### config.mk
export PLATFORM = sky130hd
export DESIGN_NAME = sorted_priority_queue_unit
export DESIGN_NICKNAME = d
export VERILOG_FILES = /design/src/hdl/spq_pkg.sv /design/src/hdl/spq_ram.sv /design/src/hdl/spq_engine.sv /design/src/hdl/sorted_priority_queue_unit.sv
export VERILOG_INCLUDE_DIRS = /design/src /design/src/hdl
export SDC_FILE = /design/constraint.sdc
export NUM_CORES = 1
export LEC_CHECK = 0
export ABC_AREA = 1
export ABC_CLOCK_PERIOD_IN_PS = 10500
export BUFFER_PORTS_ARGS = -buffer_cell sky130_fd_sc_hd__buf_2
export CORE_UTILIZATION = 45
export CTS_CLUSTER_SIZE = 20
export DETAILED_ROUTE_END_ITERATION = 10
export GPL_ROUTABILITY_DRIVEN = 0
export MAX_ROUTING_LAYER = met4
export PLACE_DENSITY_LB_ADDON = 0.2
export SYNTH_ARGS = -nofsm -noshare
export SYNTH_HDL_FRONTEND = slang
export SYNTH_SLANG_ARGS = --single-unit
### constraint.sdc
create_clock -name clock -period 10.5 [get_ports clock]
set_clock_uncertainty 0.2 [all_clocks]
set_input_delay 0.525 -clock clock [delete_from_list [all_inputs] [get_ports clock]]
set_output_delay 0.525 -clock clock [all_outputs]
set_load 0.1 [all_outputs]
### src/hdl/sorted_priority_queue_unit_defines.svh
// Assertion macros used by the sorted priority queue engine.
`ifndef SORTED_PRIORITY_QUEUE_UNIT_DEFINES_SVH
`define SORTED_PRIORITY_QUEUE_UNIT_DEFINES_SVH

`ifndef ASSERT_OFF

// Property that must hold at every clock edge outside reset.
`define SPQ_ASSERT(label, clk, rst, prop, msg) \
   label: assert property (@(posedge clk) disable iff (rst) prop) else $error(msg);

// Property whose consequent is checked in the clock cycle after the antecedent.
`define SPQ_ASSERT_NEXT(label, clk, rst, pre, post, msg) \
   label: assert property (@(posedge clk) disable iff (rst) (pre) |=> (post)) else $error(msg);

`else

`define SPQ_ASSERT(label, clk, rst, prop, msg)
`define SPQ_ASSERT_NEXT(label, clk, rst, pre, post, msg)

`endif

`endif

### src/hdl/spq_pkg.sv
// Types and constants of the sorted priority queue.
package spq_pkg;

   localparam int CAPACITY_DEF      = 16;
   localparam int PRIORITY_BITS_DEF = 16;
   localparam int VALUE_BITS        = 32;
   localparam int PRIORITY_IN_BITS  = 16;
   localparam int OP_BITS           = 2;
   localparam int STATUS_BITS       = 2;
   localparam int COUNT_OUT_BITS    = 5;

   typedef enum logic [OP_BITS-1:0] {
      OP_INSERT  = 2'd0,
      OP_DEQUEUE = 2'd1,
      OP_PEEK    = 2'd2,
      OP_CLEAR   = 2'd3
   } op_type;

   typedef enum logic [STATUS_BITS-1:0] {
      ST_OK    = 2'd0,
      ST_EMPTY = 2'd1,
      ST_FULL  = 2'd2
   } status_type;

   typedef enum logic [2:0] {
      S_IDLE,
      S_INS_READ,
      S_INS_CMP,
      S_HEAD_READ,
      S_HEAD_TAKE,
      S_DONE
   } state_type;

   typedef struct packed {
      logic                      valid;
      logic [VALUE_BITS-1:0]     value;
      status_type                status;
      logic [COUNT_OUT_BITS-1:0] count;
   } result_type;

endpackage

### src/hdl/spq_ram.sv
// Generic single-write, single-read RAM with registered read data.
module spq_ram #(
   parameter int WIDTH = 8,
   parameter int DEPTH = 16
) (
   input  logic                     clock,
   input  logic                     wr_en,
   input  logic [$clog2(DEPTH)-1:0] wr_addr,
   input  logic [WIDTH-1:0]         wr_data,
   input  logic [$clog2(DEPTH)-1:0] rd_addr,
   output logic [WIDTH-1:0]         rd_data
);

   logic [WIDTH-1:0] mem_ff [DEPTH];
   logic [WIDTH-1:0] rd_data_ff;

   always_ff @(posedge clock) begin
      if (wr_en) begin
         mem_ff[wr_addr] <= wr_data;
      end
      rd_data_ff <= mem_ff[rd_addr];
   end

   assign rd_data = rd_data_ff;

endmodule

### src/hdl/spq_engine.sv
// Sequencer of the sorted priority queue: ring pointers, shared compare, insertion shifts.
`include "sorted_priority_queue_unit_defines.svh"

module spq_engine #(
   parameter int CAPACITY      = spq_pkg::CAPACITY_DEF,
   parameter int PRIORITY_BITS = spq_pkg::PRIORITY_BITS_DEF
) (
   input  logic                                           clock,
   input  logic                                           reset,
   input  logic                                           start,
   input  spq_pkg::op_type                                op,
   input  logic [spq_pkg::VALUE_BITS-1:0]                 value,
   input  logic [PRIORITY_BITS-1:0]                       pri,
   output logic                                           ready,
   input  logic                                           out_free,
   output spq_pkg::result_type                            result,
   output logic                                           wr_en,
   output logic [$clog2(CAPACITY)-1:0]                    ram_addr,
   output logic [spq_pkg::VALUE_BITS+PRIORITY_BITS-1:0]   wr_data,
   input  logic [spq_pkg::VALUE_BITS+PRIORITY_BITS-1:0]   rd_data
);

   localparam int IW = $clog2(CAPACITY);
   localparam int CW = $clog2(CAPACITY + 1);
   localparam int VB = spq_pkg::VALUE_BITS;
   localparam logic [CW-1:0] CAP_C      = CW'(CAPACITY);
   localparam logic [CW:0]   CAP_WIDE   = (CW+1)'(CAPACITY);
   localparam logic [IW:0]   CAP_HEAD   = (IW+1)'(CAPACITY);

   spq_pkg::state_type  state_ff, state_in;
   spq_pkg::op_type     op_ff, op_in;
   spq_pkg::status_type res_status_ff, res_status_in;
   logic [IW-1:0]       head_ff, head_in;
   logic [CW-1:0]       count_ff, count_in;
   logic [CW-1:0]       idx_ff, idx_in;
   logic [VB-1:0]       new_val_ff, new_val_in;
   logic [PRIORITY_BITS-1:0] new_pri_ff, new_pri_in;
   logic [VB-1:0]       res_value_ff, res_value_in;

   logic [CW-1:0]            lidx;
   logic [CW:0]              phys_sum;
   logic [CW:0]              phys_wrap;
   logic [IW:0]              head_inc;
   logic [IW-1:0]            head_next;
   logic [PRIORITY_BITS-1:0] rd_pri;
   logic [VB-1:0]            rd_val;

   assign rd_pri = rd_data[VB+PRIORITY_BITS-1:VB];
   assign rd_val = rd_data[VB-1:0];

   // Logical slot to ring address; the sum stays below twice the capacity.
   always_comb begin
      if (state_ff == spq_pkg::S_INS_READ && idx_ff != '0) begin
         lidx = idx_ff - CW'(1);
      end else begin
         lidx = idx_ff;
      end
      phys_sum  = (CW+1)'(head_ff) + (CW+1)'(lidx);
      phys_wrap = (phys_sum >= CAP_WIDE) ? phys_sum - CAP_WIDE : phys_sum;
      ram_addr  = phys_wrap[IW-1:0];
      head_inc  = (IW+1)'(head_ff) + (IW+1)'(1);
      head_next = (head_inc == CAP_HEAD) ? '0 : head_inc[IW-1:0];
   end

   always_ff @(posedge clock) begin
      if (reset) begin
         state_ff <= spq_pkg::S_IDLE;
         head_ff  <= '0;
         count_ff <= '0;
      end else begin
         state_ff <= state_in;
         head_ff  <= head_in;
         count_ff <= count_in;
      end
      op_ff         <= op_in;
      idx_ff        <= idx_in;
      new_val_ff    <= new_val_in;
      new_pri_ff    <= new_pri_in;
      res_value_ff  <= res_value_in;
      res_status_ff <= res_status_in;
   end

   always_comb begin
      state_in      = state_ff;
      op_in         = op_ff;
      head_in       = head_ff;
      count_in      = count_ff;
      idx_in        = idx_ff;
      new_val_in    = new_val_ff;
      new_pri_in    = new_pri_ff;
      res_value_in  = res_value_ff;
      res_status_in = res_status_ff;
      wr_en         = 1'b0;
      wr_data       = {new_pri_ff, new_val_ff};
      unique case (state_ff)
         spq_pkg::S_IDLE: begin
            if (start) begin
               op_in         = op;
               new_val_in    = value;
               new_pri_in    = pri;
               idx_in        = '0;
               res_value_in  = '0;
               res_status_in = spq_pkg::ST_OK;
               unique case (op)
                  spq_pkg::OP_INSERT: begin
                     if (count_ff == CAP_C) begin
                        res_status_in = spq_pkg::ST_FULL;
                        state_in      = spq_pkg::S_DONE;
                     end else begin
                        idx_in   = count_ff;
                        state_in = spq_pkg::S_INS_READ;
                     end
                  end
                  spq_pkg::OP_DEQUEUE, spq_pkg::OP_PEEK: begin
                     if (count_ff == '0) begin
                        res_status_in = spq_pkg::ST_EMPTY;
                        state_in      = spq_pkg::S_DONE;
                     end else begin
                        state_in = spq_pkg::S_HEAD_READ;
                     end
                  end
                  spq_pkg::OP_CLEAR: begin
                     count_in = '0;
                     state_in = spq_pkg::S_DONE;
                  end
               endcase
            end
         end
         spq_pkg::S_INS_READ: begin
            // At slot zero the new entry lands; otherwise fetch the entry in front.
            if (idx_ff == '0) begin
               wr_en    = 1'b1;
               count_in = count_ff + CW'(1);
               state_in = spq_pkg::S_DONE;
            end else begin
               state_in = spq_pkg::S_INS_CMP;
            end
         end
         spq_pkg::S_INS_CMP: begin
            wr_en = 1'b1;
            if (rd_pri <= new_pri_ff) begin
               count_in = count_ff + CW'(1);
               state_in = spq_pkg::S_DONE;
            end else begin
               // Shift the fetched entry back one slot and keep walking.
               wr_data  = rd_data;
               idx_in   = idx_ff - CW'(1);
               state_in = spq_pkg::S_INS_READ;
            end
         end
         spq_pkg::S_HEAD_READ: begin
            state_in = spq_pkg::S_HEAD_TAKE;
         end
         spq_pkg::S_HEAD_TAKE: begin
            res_value_in = rd_val;
            if (op_ff == spq_pkg::OP_DEQUEUE) begin
               head_in  = head_next;
               count_in = count_ff - CW'(1);
            end
            state_in = spq_pkg::S_DONE;
         end
         spq_pkg::S_DONE: begin
            if (out_free) begin
               state_in = spq_pkg::S_IDLE;
            end
         end
         default: begin
            state_in = spq_pkg::S_IDLE;
         end
      endcase
   end

   assign ready         = (state_ff == spq_pkg::S_IDLE);
   assign result.valid  = (state_ff == spq_pkg::S_DONE);
   assign result.value  = res_value_ff;
   assign result.status = res_status_ff;
   assign result.count  = spq_pkg::COUNT_OUT_BITS'(count_ff);

   `SPQ_ASSERT(a_count_bound, clock, reset, count_ff <= CAP_C, "entry count above capacity")
   `SPQ_ASSERT(a_write_in_insert, clock, reset, wr_en |-> (state_ff == spq_pkg::S_INS_READ || state_ff == spq_pkg::S_INS_CMP), "RAM write outside insert")
   `SPQ_ASSERT(a_head_nonempty, clock, reset, (state_ff == spq_pkg::S_HEAD_TAKE) |-> (count_ff != '0), "head read on empty queue")
   `SPQ_ASSERT_NEXT(a_full_refused, clock, reset, start && op == spq_pkg::OP_INSERT && count_ff == CAP_C, state_ff == spq_pkg::S_DONE && res_status_ff == spq_pkg::ST_FULL && count_ff == CAP_C, "full insert not refused")

endmodule

### src/hdl/sorted_priority_queue_unit.sv
// Sorted priority queue: entries sit in a RAM ring in ascending priority order, head
// at the ring pointer. One request is taken at a time and answered with one
// transaction. An insert walks back from the tail through one read port and one
// comparator, moving each entry with a larger priority number one slot back, each
// move being a read and then a compare and write. Dequeue and peek wait for the
// registered RAM read; clear and a refused request go straight to the result. A
// new request is taken while the previous result still waits to be picked up. No
// clearing pass: the queue is ready right after reset.
module sorted_priority_queue_unit #(
   parameter int CAPACITY      = spq_pkg::CAPACITY_DEF,
   parameter int PRIORITY_BITS = spq_pkg::PRIORITY_BITS_DEF
) (
   input  logic                                 clock,
   input  logic                                 reset,
   input  logic                                 req_valid,
   output logic                                 req_stall,
   input  logic [spq_pkg::OP_BITS-1:0]          req_op,
   input  logic signed [spq_pkg::VALUE_BITS-1:0] req_value,
   input  logic [spq_pkg::PRIORITY_IN_BITS-1:0] req_priority_req,
   output logic                                 rsp_valid,
   input  logic                                 rsp_stall,
   output logic signed [spq_pkg::VALUE_BITS-1:0] rsp_head_value,
   output logic [spq_pkg::STATUS_BITS-1:0]      rsp_status,
   output logic [spq_pkg::COUNT_OUT_BITS-1:0]   rsp_count
);

   localparam int IW = $clog2(CAPACITY);
   localparam int DW = spq_pkg::VALUE_BITS + PRIORITY_BITS;

   logic                start;
   logic                ready;
   logic                out_free;
   spq_pkg::result_type result;
   logic                wr_en;
   logic [IW-1:0]       ram_addr;
   logic [DW-1:0]       wr_data;
   logic [DW-1:0]       rd_data;
   logic [PRIORITY_BITS-1:0] pri;

   logic                              rsp_valid_ff, rsp_valid_in;
   logic [spq_pkg::VALUE_BITS-1:0]    rsp_value_ff;
   logic [spq_pkg::STATUS_BITS-1:0]   rsp_status_ff;
   logic [spq_pkg::COUNT_OUT_BITS-1:0] rsp_count_ff;

   assign req_stall = !ready;
   assign start     = req_valid && ready;
   assign pri       = PRIORITY_BITS'(req_priority_req);
   assign out_free  = !rsp_valid_ff || !rsp_stall;

   spq_engine #(
      .CAPACITY      (CAPACITY),
      .PRIORITY_BITS (PRIORITY_BITS)
   ) u_engine (
      .clock    (clock),
      .reset    (reset),
      .start    (start),
      .op       (spq_pkg::op_type'(req_op)),
      .value    (req_value),
      .pri      (pri),
      .ready    (ready),
      .out_free (out_free),
      .result   (result),
      .wr_en    (wr_en),
      .ram_addr (ram_addr),
      .wr_data  (wr_data),
      .rd_data  (rd_data)
   );

   spq_ram #(
      .WIDTH (DW),
      .DEPTH (CAPACITY)
   ) u_ram (
      .clock   (clock),
      .wr_en   (wr_en),
      .wr_addr (ram_addr),
      .wr_data (wr_data),
      .rd_addr (ram_addr),
      .rd_data (rd_data)
   );

   always_comb begin
      rsp_valid_in = rsp_valid_ff;
      if (result.valid && out_free) begin
         rsp_valid_in = 1'b1;
      end else if (!rsp_stall) begin
         rsp_valid_in = 1'b0;
      end
   end

   always_ff @(posedge clock) begin
      if (reset) begin
         rsp_valid_ff <= 1'b0;
      end else begin
         rsp_valid_ff <= rsp_valid_in;
      end
      // Load the output stage only when it is empty or being drained.
      if (result.valid && out_free) begin
         rsp_value_ff  <= result.value;
         rsp_status_ff <= result.status;
         rsp_count_ff  <= result.count;
      end
   end

   assign rsp_valid      = rsp_valid_ff;
   assign rsp_head_value = rsp_value_ff;
   assign rsp_status     = rsp_status_ff;
   assign rsp_count      = rsp_count_ff;

endmodule

Yosys cells after proc, flatten, opt, wreduce, memory -nomap -nowiden
Memories as Yosys holds them, arrays and structs flattened. A register that Yosys moved wholly into a read port is not among the register bits. Index checks and enable logic that the tools add are counted.

Flip-flop bits (word level): 141. Bits in latches: 0. Memory bits (writable): 768. ROM bits: 0. Input port bits: 54. Output and inout bits: 41. Logic and storage cells: 98. Memories: 1.

Memory list: u_ram.mem_ff (words 16, width 48, rd ports 1, clocked after memory_dff 1, write ports 1, RTL line spq_ram.sv:14) `logic [WIDTH-1:0] mem_ff [DEPTH];`.

Add/sub/neg operators: 6. $mul: 0. Div/mod/pow operators: 0. $lt $le $gt $ge: 2. Eq/ne operators: 19. Shift operators: 0. Multiplexer cells: 35. Bitwise gates (word level): 0. Reduce and logical (&&, ||, !) cells: 22.

Operators with widths (count): $mux 48 (2); $pmux 32 s2 (1); $mux 5 (10); $mux 32 (1); $pmux 5 s4 (1); $mux 3 (6); $pmux 3 s6 (1); $le 16x16->1 (1); $eq 5x5->1 const B (2); $logic_not 5->1 (2); $pmux 5 s2 (1); $sub 5x1->5 const B (2); $pmux 3 s3 (1); $mux 4 (2); $ne 2x1->1 const B (4); $ne 2x2->1 const B (4); $reduce_and 2->1 (4); $add 4x5->6 (1); $eq 3x2->1 const B (2); $eq 3x3->1 const B (2); $ge 6x5->1 const B (1); $mux 1 (6); $reduce_and 6->1 (1); $add 4x1->5 const B (1); other kinds (18) (25).

Longest topological paths before layout
Gate-level depths: netlist (run 1).

Depth after elaboration: 6. Depth in mapped cells: 19.

Cells and area by module
From an unflattened synthesis (run 1), not the netlist that was laid out.

Cells, all modules: 3723. Area, all modules: 40238.6 µm².

By module, submodules not included: spq_ram (instances 1, cells an instance 3165, area each 33988.8 µm², sequential area each 24023.0 µm²); spq_engine (instances 1, cells an instance 511, area each 5023.6 µm², sequential area each 2912.8 µm²); sorted_priority_queue_unit (instances 1, cells an instance 47, area each 1226.2 µm², sequential area each 1191.1 µm²).

Worst setup path before layout (run 1)
No wires, ideal clock.

Kind: register to register. Start: register u_engine.idx_ff[0]. End: memory u_ram.mem_ff[0][0] (netlist name), enable pin. Library setup time: 0.454 ns. Arrival time: 4.751 ns. Setup slack: 5.095 ns. Cell stages (with the launch flop): 15. Clock period less this slack: 5.405 ns. Cell sequence: edfxtp_1 > inv_1 > ha_1 > nand2_2 > nor2_4 > nor2_4 > xor2_1 > ha_1 > inv_1 > fa_1 > xor2_2 > buf_2 > buf_1 > nand2_1 > nor2_1.

Cells in the longest elaborated chain, start to end: 6. Elaborated cells between the ends (all ways): 13. Those cells by class: add/sub: 3; order compare: 1; mux: 6; reduce/logical: 3.

Ends and longest elaborated chain: start, declared (RTL line spq_engine.sv:35) `logic [CW-1:0] idx_ff, idx_in;`; start signal, assigned (RTL line spq_engine.sv:76) `idx_ff <= idx_in;`; parallel branches: the longest is 6 deep, another holds $add 4x5->6; end, declared (RTL line spq_ram.sv:14).

Several ways; the timed one is not identified.

Worst setup path in the final report (run 1)
Start: register u_engine.idx_ff[0]. End: memory u_ram.mem_ff[7][33] (netlist name), enable pin.

The elaborated chain is that of the path after synthesis.

==> results of run 1 <==
-- where the power goes --
part | leakage [nW] | internal (mW) | switching [mW] | total, mW
sequential | 8.63 | 5.00 | 0.153 | 5.15
combinational | 3.58 | 1.38 | 3.78 | 5.17
clock | 1.63 | 2.14 | 1.43 | 3.57
total | 13.8 | 8.53 | 5.36 | 13.9
-- cells in the mapped netlist (61+ instances only) --
master and count:
a21oi_1 89, a22oi_1 251, a31oi_1 112, clkbuf_1 96, dfxtp_1 61, edfxtp_1 896, inv_1 90, nand2_1 421
nor2_1 75, o21ai_0 80
-- repair_timing --
| item | CTS | global route |
|---|---|---|
| buffers inserted | 0 | 0 |
| hold buffers | 52 | 0 |
| hold endpoints to repair | 56 | 0 |
-- path summary, 6_finish.rpt --
check                             from             endpoint  slack, ns  cells after the start
min          u_engine.res_value_ff[18]   rsp_head_value[18]       0.22                      0
max reg2reg         u_engine.idx_ff[0]  u_ram.mem_ff[7][33]       4.82                     19
min reg2reg  u_engine.res_value_ff[18]   rsp_head_value[18]       0.22                      0
max                 u_engine.idx_ff[0]  u_ram.mem_ff[7][33]       4.82                     19
-- worst max-delay path, delay by kind of cell, from the launching register on --
family / cells / cell delay, ns
buffers and inverters: 6 / 1.44
AOI/OAI and AO/OA: 2 / 0.39
DFF: 1 / 0.40
xor gates and xnor gates: 1 / 0.15
adders and majority gates: 2 / 0.56
and+or+nand+nor: 8 / 2.16
-- cells by family (layout without fill, tap and decap cells) --
kind of cell	count (synthesis)	in the layout	synth area share
AO/OA/AOI/OAI	621	621	0.1157
XOR/XNOR	8	8	0.002166
adder cells (fa/ha/maj)	30	30	0.01090
buffers and inverters	228	485	0.02599
flip-flops	957	957	0.7854
AND/OR/NAND/NOR	543	543	0.05985
-- stage by stage --
step | cells | utilization | hold slack [ns] | power [mW]
after global placement | 3460 | 0.4783 | 0.2029 | 10.31
after floorplan | 2387 | - | 0.2003 | 8.521
final | 3694 | 0.5274 | 0.2163 | 13.89
after global routing | 3694 | 0.5274 | 0.2184 | 14.59
after CTS | 3694 | 0.5273 | 0.2131 | 13.98
after detailed placement | 3460 | 0.4783 | 0.2045 | 10.39
-- cells in the final DEF, fill, tap and decap left out, types with 3 or more instances in the layout --
cell | synthesis | routed
xnor2_1 | 3 | 3
xor2_1 | 4 | 4
nand2_2 | 5 | 6
nor2_4 | 2 | 22
dlygate4sd3_1 | 0 | 52
nand4_1 | 4 | 4
clkbuf_16 | 0 | 99
buf_12 | 0 | 3
clkbuf_8 | 0 | 9
a41oi_1 | 11 | 11
a31oi_1 | 112 | 112
buf_4 | 3 | 61
clkinv_2 | 0 | 20
inv_6 | 0 | 4
a21oi_1 | 89 | 88
a22oi_1 | 251 | 251
o211ai_1 | 28 | 28
nor2_1 | 75 | 55
o21ai_1 | 28 | 57
edfxtp_1 | 896 | 896
inv_1 | 90 | 88
nor3_1 | 5 | 5
ha_1 | 28 | 28
bufinv_16 | 0 | 14
nand3_1 | 24 | 23
clkinvlp_4 | 0 | 4
clkbuf_1 | 96 | 22
nand2_1 | 421 | 420
o21ai_0 | 80 | 50
buf_2 | 15 | 94
dfxtp_1 | 61 | 61
o211ai_2 | 20 | 20
clkinv_1 | 0 | 10
-- sequential cells by signal, indices dropped and copies added (netlist names) --
signal	flops
u_ram.mem_ff	768
u_ram.rd_data	48
rsp_head_value	32
u_engine.new_val_ff	32
u_engine.res_value_ff	32
u_engine.new_pri_ff	16
rsp_count	5
u_engine.count_ff	5
u_engine.idx_ff	5
u_engine.head_ff	4
u_engine.state_ff	3
rsp_status	2
u_engine.op_ff	2
u_engine.res_status_ff	2
rsp_valid	1
-- cell type report --
cell class	count	area, µm²
Fill cell	6383	37270
Clock buffer	130	2684
Timing Repair Buffer	210	1509
Clock inverter	52	660.6
Multi-Input combinational cell	1202	6947
Tap cell	1050	1314
Inverter	93	355.3
Sequential cell	957	28130
-- per-layer routing --
layer,track usage,wire length [µm]
met4,0.07917,2749
met3,0.03074,5361
met1,0.3014,37800
met2,0.3579,42660
met5,-,0
==> results.json, run 1 <==
{
  "clk_pin_slew_ns": 0.06,
  "syn-cell-area_mm2": 0.03581,
  "drtIter0Drc": 2160,
  "clock-sinks": 957,
  "final_nets": 2645,
  "drt_first_pass_iters": 8,
  "p_leak_nw": 13.85,
  "hold_class": "flop to flop",
  "dpl.hpwl_um": 48940,
  "top_level_ports": 95,
  "clockBufferDepth": 3,
  "cp-end-kind": "flop",
  "grt_pass1_wl_um": 133000,
  "setup_tns_ns": 0,
  "postRouteAntennaNets": 0,
  "async_flop_share": 0,
  "synth_nets": 2471,
  "synthDistinctLibCells": 38,
  "setup_viol": 0,
  "clock_latency_ns": 0.66,
  "die_area_mm2": 0.08072,
  "maxSlewHeadroom": 0.08947,
  "ys.flop_type": "edfxtp_1",
  "rsz0062_at_grt": "no",
  "failed_checks": "design-rule violations",
  "slowest_stage": "nor2_4",
  "netlist_instances": 2387,
  "p_per_area_mw_per_mm2": 333.9,
  "syn_area_per_cell_um2": 15.00,
  "grt_max_degree": 160,
  "yosys_warnings": 0,
  "cap_violations": 0,
  "synth.largest_area_cell": "edfxtp_1",
  "fin_area_mm2": 0.04160,
  "die_h_um": 284.1,
  "slowest_delay_ns": 0.86,
  "drcViolationCount": 1,
  "routedWlPerCell_um": 23.98,
  "synth.area.top_cells": "edfxtp_1 75%, a22oi_1 5.3%, nand2_1 4.4%",
  "via_count": 20888,
  "layout-drive-gt1-share": 0.1407,
  "cts.repair.resized": 0,
  "diodes": 0,
  "start_util": 0.4541,
  "final.min_clock_period_ns": 5.681,
  "finalHoldViolCount": 0,
  "crit_type": "flop to flop",
  "area_growth_pct": 16.15,
  "fp.dieW_um": 284.1,
  "seq_area_frac_synth": 0.7854,
  "grt_pass1_vias": 20906,
  "fin_ws_ns": 4.819,
  "cts.htree.levels": 3,
  "place_area_mm2": 0.03773,
  "io_buffers": 94,
  "row_count": 103,
  "antenna_found_initial": 0,
  "period_share": 0.5410,
  "report.final.slew_viol_count": 0,
  "status": "finished, violations left",
  "track_usage": 0.2262,
  "crit_path_start_kind": "flop",
  "ir_drop_uv": 341.2,
  "arrival_ns": 5.77,
  "crit_fanout": 51,
  "cts_tree": "done",
  "max_freq_mhz": 176.0,
  "wirelength_um": 88570,
  "critPathRequiredTime_ns": 10.59,
  "path_cells": "inv_1, ha_1, nand2_2, nor2_4, nor2_4, inv_2, o21ai_0, ha_1, a21oi_1, nand2_1, xor2_1, inv_1, or2_2, buf_4, nand2_4, inv_1, nand2_1, nor2_4, buf_4",
  "viasPerCell": 5.655,
  "pre_cts_slack_ns": 4.842,
  "numCtsBuffers": 97,
  "root_buffer": "clkbuf_16",
  "worst_pin_slew_ns": 1.357,
  "globalRouteOverflowTotal": 0,
  "synth_edf_count": 896,
  "ys_ff_latch": 957,
  "synth_top_area_frac": 0.7513,
  "core-area_mm2": 0.07887
}
(Power assumes the default switching activity.)
==> run 2, diff against run 1 <==
--- a/config.mk
+++ b/config.mk
@@ -7,7 +7,7 @@
 export NUM_CORES = 1
 export LEC_CHECK = 0
 export ABC_AREA = 1
-export ABC_CLOCK_PERIOD_IN_PS = 10500
+export ABC_CLOCK_PERIOD_IN_PS = 5800
 export BUFFER_PORTS_ARGS = -buffer_cell sky130_fd_sc_hd__buf_2
 export CORE_UTILIZATION = 45
 export CTS_CLUSTER_SIZE = 20
==> constraint.sdc (replaced) <==
create_clock -name clock -period 5.8 [get_ports clock]
set_clock_uncertainty 0.2 [all_clocks]
set_input_delay 0.29 -clock clock [delete_from_list [all_inputs] [get_ports clock]]
set_output_delay 0.29 -clock clock [all_outputs]
set_load 0.1 [all_outputs]
==> results.json, run 2 (synthesis gave the netlist of run 1 again) <==
{
  "ir_drop_uv": 1365,
  "arrival_ns": 4.95,
  "period_share": 0.8414,
  "antenna_found_initial": 0,
  "drtIter0Drc": 1959,
  "die_h_um": 284.1,
  "globalRouteOverflowTotal": 0,
  "regArea_mm2": 0.02813,
  "cts_tree": "done",
  "row_count": 103,
  "postCtsSetupRepairBufs": 0,
  "switching_share": 0.3824,
  "core-area_mm2": 0.07887,
  "p_int_mw": 15.24,
  "worst_pin_slew_ns": 1.373,
  "p_per_area_mw_per_mm2": 593.8,
  "p_comb_frac": 0.373,
  "slowest_stage": "nor2_4",
  "switching_power_mw": 9.437,
  "final_common_cell": "edfxtp_1",
  "routedWlPerCell_um": 23.96,
  "path_cells": "inv_1, ha_1, nand2_2, nor2_4, nor2_4, inv_2, o21ai_0, ha_1, a21oi_1, nand2_1, xor2_1, inv_1, or2_2, nand2_4, nand2_2, nor2_4, buf_4",
  "final_cell_mix": "896 x edfxtp_1, 420 x nand2_1, 251 x a22oi_1, 112 x a31oi_1, 99 x clkbuf_16",
  "grt_pass1_vias": 21171,
  "cts.repair.resized": 0,
  "top_level_ports": 95,
  "via_count": 20913,
  "reg2reg_depth": 17,
  "start_util": 0.4541,
  "io_buffers": 94,
  "die_area_mm2": 0.08072,
  "crit_fanout": 28,
  "setup_viol": 0,
  "final_nets": 2656,
  "wirelength_um": 88810,
  "failed_checks": "design-rule violations",
  "slowest_delay_ns": 0.70,
  "drcViolationCount": 2,
  "largest_reg_flops": 768,
  "finalHoldViolCount": 0,
  "max_freq_mhz": 204.9,
  "crit_path_start_kind": "flop",
  "root_buffer": "clkbuf_16",
  "setup_tns_ns": 0,
  "layout-drive-gt1-share": 0.1405,
  "final_util": 0.5269,
  "hold_buffers": 54,
  "postRouteAntennaNets": 0,
  "critPathRequiredTime_ns": 5.87,
  "pwr-share-clk": 0.250,
  "area_growth_pct": 16.04,
  "drt_first_pass_iters": 8,
  "multi_input_area_mm2": 0.006943,
  "top_register": "u_ram.mem_ff",
  "hold_class": "primary input to flop",
  "power_frac_seq": 0.377,
  "grt_pass1_wl_um": 132800,
  "clock_latency_ns": 0.65,
  "viasPerCell": 5.643,
  "grt_max_degree": 193,
  "clk_pin_slew_ns": 0.06,
  "p_leak_nw": 13.84,
  "worst_path_most_repeated_cell": "nor2_4",
  "status": "finished, violations left",
  "final.min_clock_period_ns": 4.880,
  "dpl.hpwl_um": 43440,
  "track_usage": 0.2258,
  "report.final.slew_viol_count": 0,
  "fp.dieW_um": 284.1,
  "cp-end-kind": "flop",
  "maxSlewHeadroom": 0.07874,
  "numCtsBuffers": 96,
  "cap_violations": 0,
  "cts.htree.levels": 3,
  "crit_type": "flop to flop",
  "clock-sinks": 957,
  "clockBufferDepth": 3,
  "nFillCells": 6403,
  "min_delay_path_depth": 2,
  "rsz0062_at_grt": "no"
}
-- run 2: cell count changes in the layout (fill, tap and decap cells not counted), moves of 4 or more --
| cell | previous run | this run |
|---|---|---|
| buf_4 | 61 | 67 |
| o21ai_0 | 50 | 65 |
| buf_12 | 3 | 7 |
| o21ai_1 | 57 | 43 |
| bufinv_16 | 14 | 7 |
| clkbuf_1 | 22 | 30 |
| clkbuf_8 | 9 | 15 |
-- run 2: metrics by stage --
step,hold WS (ns),instance area (µm²),setup slack (ns),std cells,total power [mW]
finish,0.1510,41560,0.9200,3706,24.68
global route,0.1324,41560,0.6491,3705,25.86
CTS,0.1175,41560,0.9515,3705,24.77
detailed placement,0.2052,37850,0.9899,3470,18.60
global placement,0.2004,37850,0.9403,3470,18.45
floorplan,0.1591,35810,0.3948,2387,15.43
-- run 2: area by class of cell --
class | instances | share of cell area
sequential | 957 | 0.6768
multi-input combinational | 1202 | 0.1671
clock buffer | 144 | 0.06729
timing repair buffer | 222 | 0.03980
tap | 1050 | 0.03161
clock inverter | 37 | 0.008821
inverter | 93 | 0.008550
antenna | 1 | 0.00006021
-- run 2: critical path, delay by kind of cell (launching register included) --
kind | cells | cell delay [ns]
AO/OA/AOI/OAI | 2 | 0.38
adder cells (fa/ha/maj) | 2 | 0.55
AND/OR/NAND/NOR | 8 | 1.90
XOR/XNOR | 1 | 0.15
buffers and inverters | 4 | 0.87
flip-flops | 1 | 0.41
-- run 2: routing by layer --
metal	routed length [µm]	up-vias	track usage
li1	-	9469	-
met1	38640	10627	0.3013
met2	42910	698	0.3623
met3	5512	119	0.03395
met4	1740	0	0.06237
met5	0	-	-
-- run 2: path summary, 6_finish.rpt --
check                                          startpoint                     end  slack (ns)
worst max-delay path                   u_engine.idx_ff[0]    u_ram.mem_ff[12][39]        0.92
worst min-delay path                  req_priority_req[2]  u_engine.new_pri_ff[2]        0.15
worst max register to register         u_engine.idx_ff[0]    u_ram.mem_ff[12][39]        0.92
worst min register to register  u_engine.res_value_ff[22]      rsp_head_value[22]        0.22
-- run 2: power groups by stage --
stage / Sequential [mW] / Clock [mW] / Combinational, mW
finish: 9.30 / 6.16 / 9.21
global route: 9.36 / 6.50 / 10.0
CTS: 9.30 / 6.25 / 9.21
detailed placement: 9.44 / 0 / 9.16
global placement: 9.42 / 0 / 9.02
floorplan: 9.56 / 0 / 5.86
